## config.mk

```make
export PLATFORM = sky130hd
export DESIGN_NAME = command_line_tokenizer_core
export DESIGN_NICKNAME = d
export VERILOG_FILES = /design/src/hw/rtl/cltok_pkg.sv /design/src/hw/rtl/cltok_step.sv /design/src/hw/rtl/cltok_outbuf.sv /design/src/hw/rtl/command_line_tokenizer_core.sv
export VERILOG_INCLUDE_DIRS = /design/src /design/src/hw/rtl
export SDC_FILE = /design/constraint.sdc
export NUM_CORES = 1
export LEC_CHECK = 0
export ABC_CLOCK_PERIOD_IN_PS = 7500
export BUFFER_PORTS_ARGS = -buffer_cell sky130_fd_sc_hd__buf_4
export CAP_MARGIN = 10
export CORE_UTILIZATION = 60
export CTS_BUF_LIST = sky130_fd_sc_hd__clkbuf_16
export DETAILED_ROUTE_END_ITERATION = 16
export PLACE_DENSITY = 0.79
export SLEW_MARGIN = 20
export SYNTH_ARGS = -nofsm -noshare
export SYNTH_HDL_FRONTEND = slang
export SYNTH_HIERARCHICAL = 1
export SYNTH_SLANG_ARGS = --single-unit
```

## constraint.sdc

```tcl
create_clock -name clock -period 7.5 [get_ports clock]
set_clock_uncertainty 0.05 [all_clocks]
set_input_delay 1.125 -clock clock [delete_from_list [all_inputs] [get_ports clock]]
set_output_delay 1.125 -clock clock [all_outputs]
set_load 0.01 [all_outputs]
```

## src/hw/rtl/command_line_tokenizer_core_assert.svh

```systemverilog
// Assertion helpers shared by the tokenizer modules.
`ifndef COMMAND_LINE_TOKENIZER_CORE_ASSERT_SVH
`define COMMAND_LINE_TOKENIZER_CORE_ASSERT_SVH

// Consequent must hold in the same cycle as the antecedent.
`define CLTOK_ASSERT_NOW(label, clk, rst, ante, cons, msg) \
   label: assert property (@(posedge clk) disable iff (rst) (ante) |-> (cons)) \
      else $error(msg);

// Consequent must hold in the cycle after the antecedent.
`define CLTOK_ASSERT_NEXT(label, clk, rst, ante, cons, msg) \
   label: assert property (@(posedge clk) disable iff (rst) (ante) |=> (cons)) \
      else $error(msg);

`endif

```

## src/hw/rtl/cltok_pkg.sv

```systemverilog
package cltok_pkg;

   // Parser phases.
   localparam logic [2:0] PH_START       = 3'd0;
   localparam logic [2:0] PH_PROG_QUOTED = 3'd1;
   localparam logic [2:0] PH_PROG_PLAIN  = 3'd2;
   localparam logic [2:0] PH_GAP         = 3'd3;
   localparam logic [2:0] PH_ARG         = 3'd4;

   // Result kinds.
   localparam logic [1:0] KIND_CHAR = 2'd0;
   localparam logic [1:0] KIND_ARG  = 2'd1;
   localparam logic [1:0] KIND_LINE = 2'd2;

   // Special code units.
   localparam logic [15:0] CH_QUOTE  = 16'h0022;
   localparam logic [15:0] CH_BSLASH = 16'h005C;
   localparam logic [15:0] CH_TAB    = 16'h0009;
   localparam logic [15:0] CH_SPACE  = 16'h0020;
   localparam logic [15:0] CH_NUL    = 16'h0000;

   // At most three results follow from one code unit.
   localparam int RES_SLOTS = 3;
   localparam int SLOT_W    = 2;

   typedef struct packed {
      logic [1:0]  kind;
      logic [15:0] out_char;
      logic [7:0]  repeat_res;
      logic [15:0] arg_count;
      logic [15:0] byte_count;
   } res_type;

   typedef res_type [RES_SLOTS-1:0] res_list_type;

   // Line context, apart from the backslash run.
   typedef struct packed {
      logic [2:0]  phase;
      logic        in_quotes;
      logic        quote_pending;
      logic [15:0] arg_total;
      logic [15:0] byte_total;
   } ctx_type;

   // Load request into the result buffer.
   typedef struct packed {
      logic              valid;
      logic [SLOT_W-1:0] count;
   } load_type;

endpackage

```

## src/hw/rtl/cltok_step.sv

```systemverilog
module cltok_step #(
   parameter int MAX_BACKSLASH_RUN = 255,
   localparam int RunW = $clog2(MAX_BACKSLASH_RUN + 1)
) (
   input  logic [15:0]                code_unit,
   input  logic [1:0]                 bytes_per_char,
   input  cltok_pkg::ctx_type         ctx,
   input  logic [RunW-1:0]            bs_run,
   output cltok_pkg::ctx_type         ctx_next,
   output logic [RunW-1:0]            bs_next,
   output cltok_pkg::res_list_type    res,
   output logic [cltok_pkg::SLOT_W-1:0] res_count,
   output logic                       line_end
);
   import cltok_pkg::*;

   localparam logic [RunW-1:0] RunMax = RunW'(MAX_BACKSLASH_RUN);
   localparam logic [RunW+7:0] ClampMax = (RunW + 8)'(255);

   logic            is_q, is_bs, is_zero, is_blank;
   logic            au_do, au_inq;
   logic [RunW-1:0] au_n;
   logic [RunW+7:0] run_wide, run_sel;
   logic [7:0]      flush_len;
   logic            f_char, f_end, f_line;
   logic [15:0]     ch_val;
   logic [8:0]      units;
   logic [10:0]     add_bytes;
   logic [16:0]     byte_sum;
   logic [15:0]     byte_new, arg_new;
   res_type         cand [4];
   logic [3:0]      cand_v;
   logic [SLOT_W-1:0] cnt;

   assign is_q     = code_unit == CH_QUOTE;
   assign is_bs    = code_unit == CH_BSLASH;
   assign is_zero  = code_unit == CH_NUL;
   assign is_blank = (code_unit == CH_SPACE) || (code_unit == CH_TAB);

   // Phase decode, then the argument rules for code units inside arguments.
   always_comb begin
      ctx_next  = ctx;
      bs_next   = bs_run;
      au_do     = 1'b0;
      au_inq    = ctx.in_quotes;
      au_n      = bs_run;
      run_sel   = '0;
      f_char    = 1'b0;
      f_end     = 1'b0;
      f_line    = 1'b0;
      ch_val    = code_unit;
      run_wide  = (RunW + 8)'(au_n);

      unique case (ctx.phase)
         PH_START: begin
            if (is_q) begin
               ctx_next.phase = PH_PROG_QUOTED;
            end else if (is_zero) begin
               f_end  = 1'b1;
               f_line = 1'b1;
            end else if (is_blank) begin
               f_end          = 1'b1;
               ctx_next.phase = PH_GAP;
            end else begin
               f_char         = 1'b1;
               ctx_next.phase = PH_PROG_PLAIN;
            end
         end
         PH_PROG_QUOTED: begin
            if (is_zero) begin
               f_end  = 1'b1;
               f_line = 1'b1;
            end else if (is_q) begin
               f_end          = 1'b1;
               ctx_next.phase = PH_GAP;
            end else begin
               f_char = 1'b1;
            end
         end
         PH_PROG_PLAIN: begin
            if (is_zero) begin
               f_end  = 1'b1;
               f_line = 1'b1;
            end else if (is_blank) begin
               f_end          = 1'b1;
               ctx_next.phase = PH_GAP;
            end else begin
               f_char = 1'b1;
            end
         end
         PH_GAP: begin
            if (is_zero) begin
               f_line = 1'b1;
            end else if (!is_blank) begin
               ctx_next.phase         = PH_ARG;
               ctx_next.in_quotes     = 1'b0;
               ctx_next.quote_pending = 1'b0;
               au_do  = 1'b1;
               au_inq = 1'b0;
               au_n   = '0;
            end
         end
         PH_ARG: begin
            if (ctx.quote_pending) begin
               ctx_next.quote_pending = 1'b0;
               ctx_next.in_quotes     = 1'b0;
               if (is_q) begin
                  f_char = 1'b1;
               end else begin
                  au_do  = 1'b1;
                  au_inq = 1'b0;
               end
            end else begin
               au_do = 1'b1;
            end
         end
         default: begin
            ctx_next = '0;
            bs_next  = '0;
         end
      endcase

      // Argument rules: backslash runs, quotes, separators.
      run_wide = (RunW + 8)'(au_n);
      if (au_do) begin
         if (is_bs) begin
            bs_next = (au_n < RunMax) ? au_n + RunW'(1) : au_n;
         end else begin
            bs_next = '0;
            if (is_q) begin
               run_sel = run_wide >> 1;
               if (au_n[0]) begin
                  f_char = 1'b1;
               end else if (au_inq) begin
                  ctx_next.quote_pending = 1'b1;
               end else begin
                  ctx_next.in_quotes = 1'b1;
               end
            end else begin
               run_sel = run_wide;
               if (is_zero) begin
                  f_end  = 1'b1;
                  f_line = 1'b1;
               end else if (!au_inq && is_blank) begin
                  f_end          = 1'b1;
                  ctx_next.phase = PH_GAP;
               end else begin
                  f_char = 1'b1;
               end
            end
         end
      end
      flush_len = (run_sel > ClampMax) ? 8'd255 : run_sel[7:0];

      // Counters: sequential saturating adds collapse into one saturating add.
      units     = 9'(flush_len) + 9'(f_char) + 9'(f_end);
      add_bytes = 11'(units) * 11'(bytes_per_char);
      byte_sum  = 17'(ctx.byte_total) + 17'(add_bytes);
      byte_new  = byte_sum[16] ? 16'hFFFF : byte_sum[15:0];
      arg_new   = (f_end && (ctx.arg_total != 16'hFFFF)) ?
                  ctx.arg_total + 16'd1 : ctx.arg_total;

      if (au_do || !(ctx.phase > PH_ARG)) begin
         ctx_next.byte_total = byte_new;
         ctx_next.arg_total  = arg_new;
      end
      if (f_line) begin
         ctx_next = '0;
         bs_next  = '0;
      end
   end

   // Candidate results in emission order.
   always_comb begin
      cand[0] = '{kind: KIND_CHAR, out_char: CH_BSLASH, repeat_res: flush_len,
                  arg_count: 16'd0, byte_count: 16'd0};
      cand[1] = '{kind: KIND_CHAR, out_char: ch_val, repeat_res: 8'd1,
                  arg_count: 16'd0, byte_count: 16'd0};
      cand[2] = '{kind: KIND_ARG, out_char: 16'd0, repeat_res: 8'd0,
                  arg_count: 16'd0, byte_count: 16'd0};
      cand[3] = '{kind: KIND_LINE, out_char: 16'd0, repeat_res: 8'd0,
                  arg_count: arg_new, byte_count: byte_new};
      cand_v  = {f_line, f_end, f_char, flush_len != 8'd0};
   end

   // Pack the active candidates into consecutive slots.
   always_comb begin
      res = '0;
      cnt = '0;
      for (int k = 0; k < 4; k++) begin
         if (cand_v[k] && (cnt < SLOT_W'(RES_SLOTS))) begin
            res[cnt] = cand[k];
            cnt      = cnt + SLOT_W'(1);
         end
      end
   end

   assign res_count = cnt;
   assign line_end  = f_line;

endmodule

```

## src/hw/rtl/cltok_outbuf.sv

```systemverilog
module cltok_outbuf (
   input  logic                    clock,
   input  logic                    reset,
   input  cltok_pkg::load_type     load,
   input  cltok_pkg::res_list_type load_res,
   input  logic                    out_ready,
   output logic                    out_valid,
   output logic                    out_last,
   output cltok_pkg::res_type      out_res,
   output logic                    free
);
   import cltok_pkg::*;

   res_list_type      res_ff, res_in;
   logic [SLOT_W-1:0] cnt_ff, cnt_in;
   logic [SLOT_W-1:0] idx_ff, idx_in;
   logic              take;

   // Present the slot under the read index.
   assign out_valid = cnt_ff != '0;
   assign out_last  = idx_ff == (cnt_ff - SLOT_W'(1));
   assign out_res   = res_ff[idx_ff];
   assign take      = out_valid && out_ready;
   assign free      = !out_valid || (out_ready && out_last);

   // A load replaces the buffer; otherwise each beat advances the index, and the last beat empties the buffer.
   always_comb begin
      res_in = res_ff;
      cnt_in = cnt_ff;
      idx_in = idx_ff;
      if (load.valid) begin
         res_in = load_res;
         cnt_in = load.count;
         idx_in = '0;
      end else if (take) begin
         if (out_last) begin
            cnt_in = '0;
            idx_in = '0;
         end else begin
            idx_in = idx_ff + SLOT_W'(1);
         end
      end
   end

   always_ff @(posedge clock) begin
      if (reset) begin
         cnt_ff <= '0;
         idx_ff <= '0;
      end else begin
         cnt_ff <= cnt_in;
         idx_ff <= idx_in;
      end
   end

   always_ff @(posedge clock) begin
      res_ff <= res_in;
   end

`include "command_line_tokenizer_core_assert.svh"
   `CLTOK_ASSERT_NOW(a_load_when_free, clock, reset, load.valid, free, "load while busy")
   `CLTOK_ASSERT_NOW(a_idx_in_range, clock, reset, out_valid, idx_ff < cnt_ff, "index range")
   `CLTOK_ASSERT_NEXT(a_step_idx, clock, reset, take && !out_last && !load.valid, idx_ff == $past(idx_ff) + SLOT_W'(1), "index step")

endmodule

```

## src/hw/rtl/command_line_tokenizer_core.sv

```systemverilog
// Channel   Ports                        Beat
// --------  ---------------------------  ------------------------------------
// request   req_valid/req_ready          one code unit of the command line
// response  rsp_valid/rsp_ready          one result, rsp_last on the final one
// csr       csr_valid/csr_ready          bytes_per_char write, always ready
//
// One code unit enters per cycle while the result buffer is free; it is held in the
// input register and then decoded into the result buffer. Each code unit gives
// zero to three results, delivered one per cycle while rsp_ready is high; the next
// code unit is decoded only as the last result of the previous one leaves.
// A stalled response holds the buffer; one more code unit waits in the input
// register. Reset clears the line state and sets bytes_per_char to one.
module command_line_tokenizer_core #(
   parameter int MAX_BACKSLASH_RUN = 255
) (
   input  logic        clock,
   input  logic        reset,
   input  logic        req_valid,
   output logic        req_ready,
   input  logic [15:0] req_code_unit,
   output logic        rsp_valid,
   input  logic        rsp_ready,
   output logic [1:0]  rsp_kind,
   output logic [15:0] rsp_out_char,
   output logic [7:0]  rsp_repeat_res,
   output logic [15:0] rsp_arg_count,
   output logic [15:0] rsp_byte_count,
   output logic        rsp_last,
   input  logic        csr_valid,
   output logic        csr_ready,
   input  logic [1:0]  csr_bytes_per_char
);
   import cltok_pkg::*;

   localparam int RunW = $clog2(MAX_BACKSLASH_RUN + 1);

   logic              in_valid_ff, in_valid_in;
   logic [15:0]       in_char_ff, in_char_in;
   logic [1:0]        bpc_ff, bpc_in;
   ctx_type           ctx_ff, ctx_in, ctx_next;
   logic [RunW-1:0]   bs_ff, bs_in, bs_next;
   res_list_type      step_res;
   logic [SLOT_W-1:0] step_cnt;
   logic              step_line;
   load_type          load;
   res_type           out_res;
   logic              buf_free;
   logic              advance;

   // Input register: refills whenever it is empty or the held code unit moves on.
   assign advance   = in_valid_ff && buf_free;
   assign req_ready = !in_valid_ff || advance;
   assign csr_ready = 1'b1;

   always_comb begin
      in_valid_in = in_valid_ff;
      in_char_in  = in_char_ff;
      if (req_valid && req_ready) begin
         in_valid_in = 1'b1;
         in_char_in  = req_code_unit;
      end else if (advance) begin
         in_valid_in = 1'b0;
      end
   end

   // Line state moves only when a code unit is decoded.
   always_comb begin
      ctx_in = advance ? ctx_next : ctx_ff;
      bs_in  = advance ? bs_next : bs_ff;
      bpc_in = (csr_valid && csr_ready) ? csr_bytes_per_char : bpc_ff;
   end

   always_ff @(posedge clock) begin
      if (reset) begin
         in_valid_ff <= 1'b0;
         ctx_ff      <= '0;
         bs_ff       <= '0;
         bpc_ff      <= 2'd1;
      end else begin
         in_valid_ff <= in_valid_in;
         ctx_ff      <= ctx_in;
         bs_ff       <= bs_in;
         bpc_ff      <= bpc_in;
      end
   end

   always_ff @(posedge clock) begin
      in_char_ff <= in_char_in;
   end

   cltok_step #(
      .MAX_BACKSLASH_RUN(MAX_BACKSLASH_RUN)
   ) u_step (
      .code_unit      (in_char_ff),
      .bytes_per_char (bpc_ff),
      .ctx            (ctx_ff),
      .bs_run         (bs_ff),
      .ctx_next       (ctx_next),
      .bs_next        (bs_next),
      .res            (step_res),
      .res_count      (step_cnt),
      .line_end       (step_line)
   );

   // Every decoded code unit reloads the buffer, with zero results if none.
   assign load.valid = advance;
   assign load.count = step_cnt;

   cltok_outbuf u_outbuf (
      .clock     (clock),
      .reset     (reset),
      .load      (load),
      .load_res  (step_res),
      .out_ready (rsp_ready),
      .out_valid (rsp_valid),
      .out_last  (rsp_last),
      .out_res   (out_res),
      .free      (buf_free)
   );

   assign rsp_kind       = out_res.kind;
   assign rsp_out_char   = out_res.out_char;
   assign rsp_repeat_res = out_res.repeat_res;
   assign rsp_arg_count  = out_res.arg_count;
   assign rsp_byte_count = out_res.byte_count;

`include "command_line_tokenizer_core_assert.svh"
   `CLTOK_ASSERT_NOW(a_line_is_last, clock, reset, rsp_valid && (rsp_kind == KIND_LINE), rsp_last, "end of line not last")
   `CLTOK_ASSERT_NEXT(a_line_clears, clock, reset, advance && step_line, (ctx_ff == '0) && (bs_ff == '0), "line state not cleared")
   `CLTOK_ASSERT_NOW(a_stall_holds, clock, reset, !req_ready, in_valid_ff && !buf_free, "request stalled without cause")

endmodule

```

==> metrics.md <==
| Metric | Value |
|---|---|
| Status | `complete, but fails checks` |
| Failing checks | `DRC` |
| R2R cell count | `27` |
| Area after DPL | `about 14000 sq um` |
| Min-Delay Path Class | `register to register` |
| Row count | `54` |
| Share of layout cells above drive strength 1 | `between 10% and 20%` |
| Startpoint type of the worst setup path | `register` |
| Starting Density | `61.5%` |
| Worst-path clk slew | `0.06 ns` |
| Clock sink count | `between 200 and 250` |
| Worst hold stages | `2` |
| Final Util | `67.2%` |
| CTS Buf Count | `25` |
| Crit-path max FO | `11` |
| Global route overflow | `0` |
| First-pass GRT wire length | `46500 microns` |
| Cell Area, Synth | `13500 sq um` |
| Post-synth EDFFs | `190` |
| Worst setup startpoint | `in_char_ff[14]` |
| Final net count | `1385` |
| Dpl hpwl | `around 18000 microns` |
| Critical path endpoint category | `register` |
| Max-slew violations | `0` |
| Unrepaired setup endpoints after global routing | `no` |
| CTS tree | `built` |
| Register area | `6750 sq um` |
| Root Driver | `clkbuf_16` |
| YS warnings | `6` |
| Pwr Density | `between 150 and 200 nW/um^2` |
| Commonest non-fill, non-tap cell in the layout | `edfxtp_1` |
| Hold Vio Cnt, Final | `0` |
| Finished layout cell area | `14700 sq um` |
| CP Class | `register to register` |
| Reg2reg start | `in_char_ff[14]` |
| Die area | `23100 sq um` |
| Number of post-CTS setup repair buffers | `0` |
| Global placer's final weighted congestion | `0.910` |
| WL final | `~29000 microns` |
| Core area | `22000 sq um` |
| Max Cap Viol | `0` |
| Fmax | `0.143 GHz` |
| Hold_buf cts | `0` |
| Largest net degree at the start of global routing | `about 90` |
| Unique masters post-synth | `85` |
| Port bufs | `83` |
| Post-route ant nets | `0` |
| Tmin final | `6.99 ns` |
| Vias in the first global route | `just over 9k` |
| Via-to-Cell Ratio | `6.02` |
| Clock Tree Buf Depth | `3` |
| Worst path arrival time | `roughly 7.3 ns` |
| DRT Pass-1 Iters | `12` |
| Die W | `~150 microns` |
| Slew Limit Headroom | `33.5%` |
| I/O pins | `85` |
| VDD IR max | `124 uV` |
| Period utilisation layout | `93.2%` |
| Synthesized instance count | `between 1k and 1.5k` |
| Die height | `approximately 150 microns` |
| PostCTS Resize Cnt | `0` |
| H-tree Lvls | `1` |
| Clock Latency Late Sink | `0.52 ns` |
| Via count | `9789` |
| Routed wire per std cell | `17.6 microns` |
| Commonest cells after routing, fill and taps aside | `edfxtp_1, nand2_1, a21oi_1, buf_4, nor2_1` |
| Hold Path Origin | `u_outbuf/cnt_ff[1]` |
| Worst slew pin tran | `~1 ns` |
| Starting DRT DRC Count | `899` |
| Synth Flop Type | `edfxtp_1` |
| Number of synthesized register bits | `about 240` |
| Initial antenna violation count | `0` |
| Antenna diodes | `0` |
| Register area share after synthesis | `50.0%` |
| Ys async rst share | `0%` |
| # setup viols final | `0` |
| Multi-input gate area | `around 6000 sq um` |
| Residual DRC | `10` |
| Leakage | `5.18 nW` |
| Filler Cells Inserted | `~1.7k` |
| GRT Total Usage | `24.7%` |
| Critical path required time | `7.83 ns` |
| Synthesized area per cell | `10.4 sq um` |
| Area Overhead vs Synth | `9.24%` |
| Setup TNS | `0 ns` |
## cell type report
| type | count | share of cell area [%] |
|---|---|---|
| tap | 280 | 2.38 |
| clock inverter | 20 | 0.942 |
| timing repair buffer | 97 | 4.94 |
| sequential | 242 | 45.8 |
| multi-input combinational | 919 | 40.6 |
| clock buffer | 25 | 4.24 |
| inverter | 44 | 1.12 |
## power by group
| part | total (W) | switching, W | leakage, nW | internal (W) |
|---|---|---|---|---|
| Combinational | 0.000165 | 0.000105 | 2.46 | 0.0000593 |
| Clock | 0.00116 | 0.000495 | 0.400 | 0.000669 |
| Sequential | 0.00151 | 0.0000223 | 2.32 | 0.00149 |
| Total | 0.00284 | 0.000622 | 5.18 | 0.00222 |
## registers in the layout, summed over array words and instances (netlist names)
name,count
u_outbuf/idx_ff,2
in_char_ff,16
bpc_ff,2
ctx_ff,37
bs_ff,8
in_valid_ff,1
u_outbuf/cnt_ff,2
u_outbuf/res_ff,174
## synth_stat cells (12+ instances only)
master	n	share of area [%]
ha_1	23	2.1
buf_6	14	1.2
o21ai_1	65	2.4
o21ai_0	20	0.74
buf_2	20	0.74
dfxtp_1	52	7.7
nor2b_1	12	0.56
inv_1	43	1.2
and3_1	13	0.60
clkbuf_1	40	1.1
nand3_1	67	2.5
edfxtp_1	190	42
and2_1	36	1.7
nand2_1	113	3.1
a21oi_1	100	3.7
a21bo_1	45	3.3
nand4_1	16	0.74
buf_4	42	2.3
a21oi_2	35	2.3
nor3_1	26	0.96
nor2_1	95	2.6
mux2i_1	64	4.7
## layer usage
metal	vias up	track usage, %	routed length [microns]
li1	4716	-	-
met1	4688	34.0	12700
met2	327	41.2	13600
met3	58	2.88	1760
met4	0	7.92	676
met5	-	0	0
## path summary, 6_finish.rpt
kind                   endpoint  slack (ns)
min          u_outbuf/cnt_ff[1]        0.44
max                   ctx_ff[7]        0.51
min reg2reg  u_outbuf/cnt_ff[1]        0.44
max reg2reg           ctx_ff[7]        0.51
## kinds of logic after synthesis
family / share of synthesized area (%)
xor+xnor: 1.16
simple gates: 16.6
other cells: 0.0556
buf+inv: 6.67
compound gates: 16.9
fa+ha+maj: 3.62
mux: 5.00
flops: 50.0
## stage by stage
stage | total power [W] | cells | hold WS, ns | setup slack, ns
after floorplan | 0.00167 | 1324 | 0.396 | 1.00
after global placement | 0.00170 | 1582 | 0.420 | 0.628
after detailed placement | 0.00170 | 1582 | 0.426 | 0.486
after CTS | 0.00286 | 1627 | 0.441 | 0.437
after global routing | 0.00293 | 1627 | 0.461 | 0.0481
final | 0.00284 | 1627 | 0.439 | 0.508
## worst max-delay path, cell delays in order (launching register included)
cell,delay [ns]
edfxtp_1,0.44
nor4_4,0.52
nand4_2,0.31
o211ai_1,0.45
and2_1,0.22
o2111ai_1,0.15
nand2_1,0.34
inv_1,0.14
fa_1,0.42
inv_1,0.08
ha_1,0.18
nand2_1,0.08
a2111oi_0,0.61
and4_1,0.31
nand2_1,0.07
fa_1,0.49
inv_1,0.04
ha_1,0.24
a21o_1,0.17
a21oi_1,0.19
nand2_1,0.11
a41oi_1,0.35
nor2_1,0.13
buf_4,0.22
nor2_1,0.27
nor2_1,0.07
nand3_1,0.13
a21oi_2,0.06
Power figures use the tool's default switching activity.
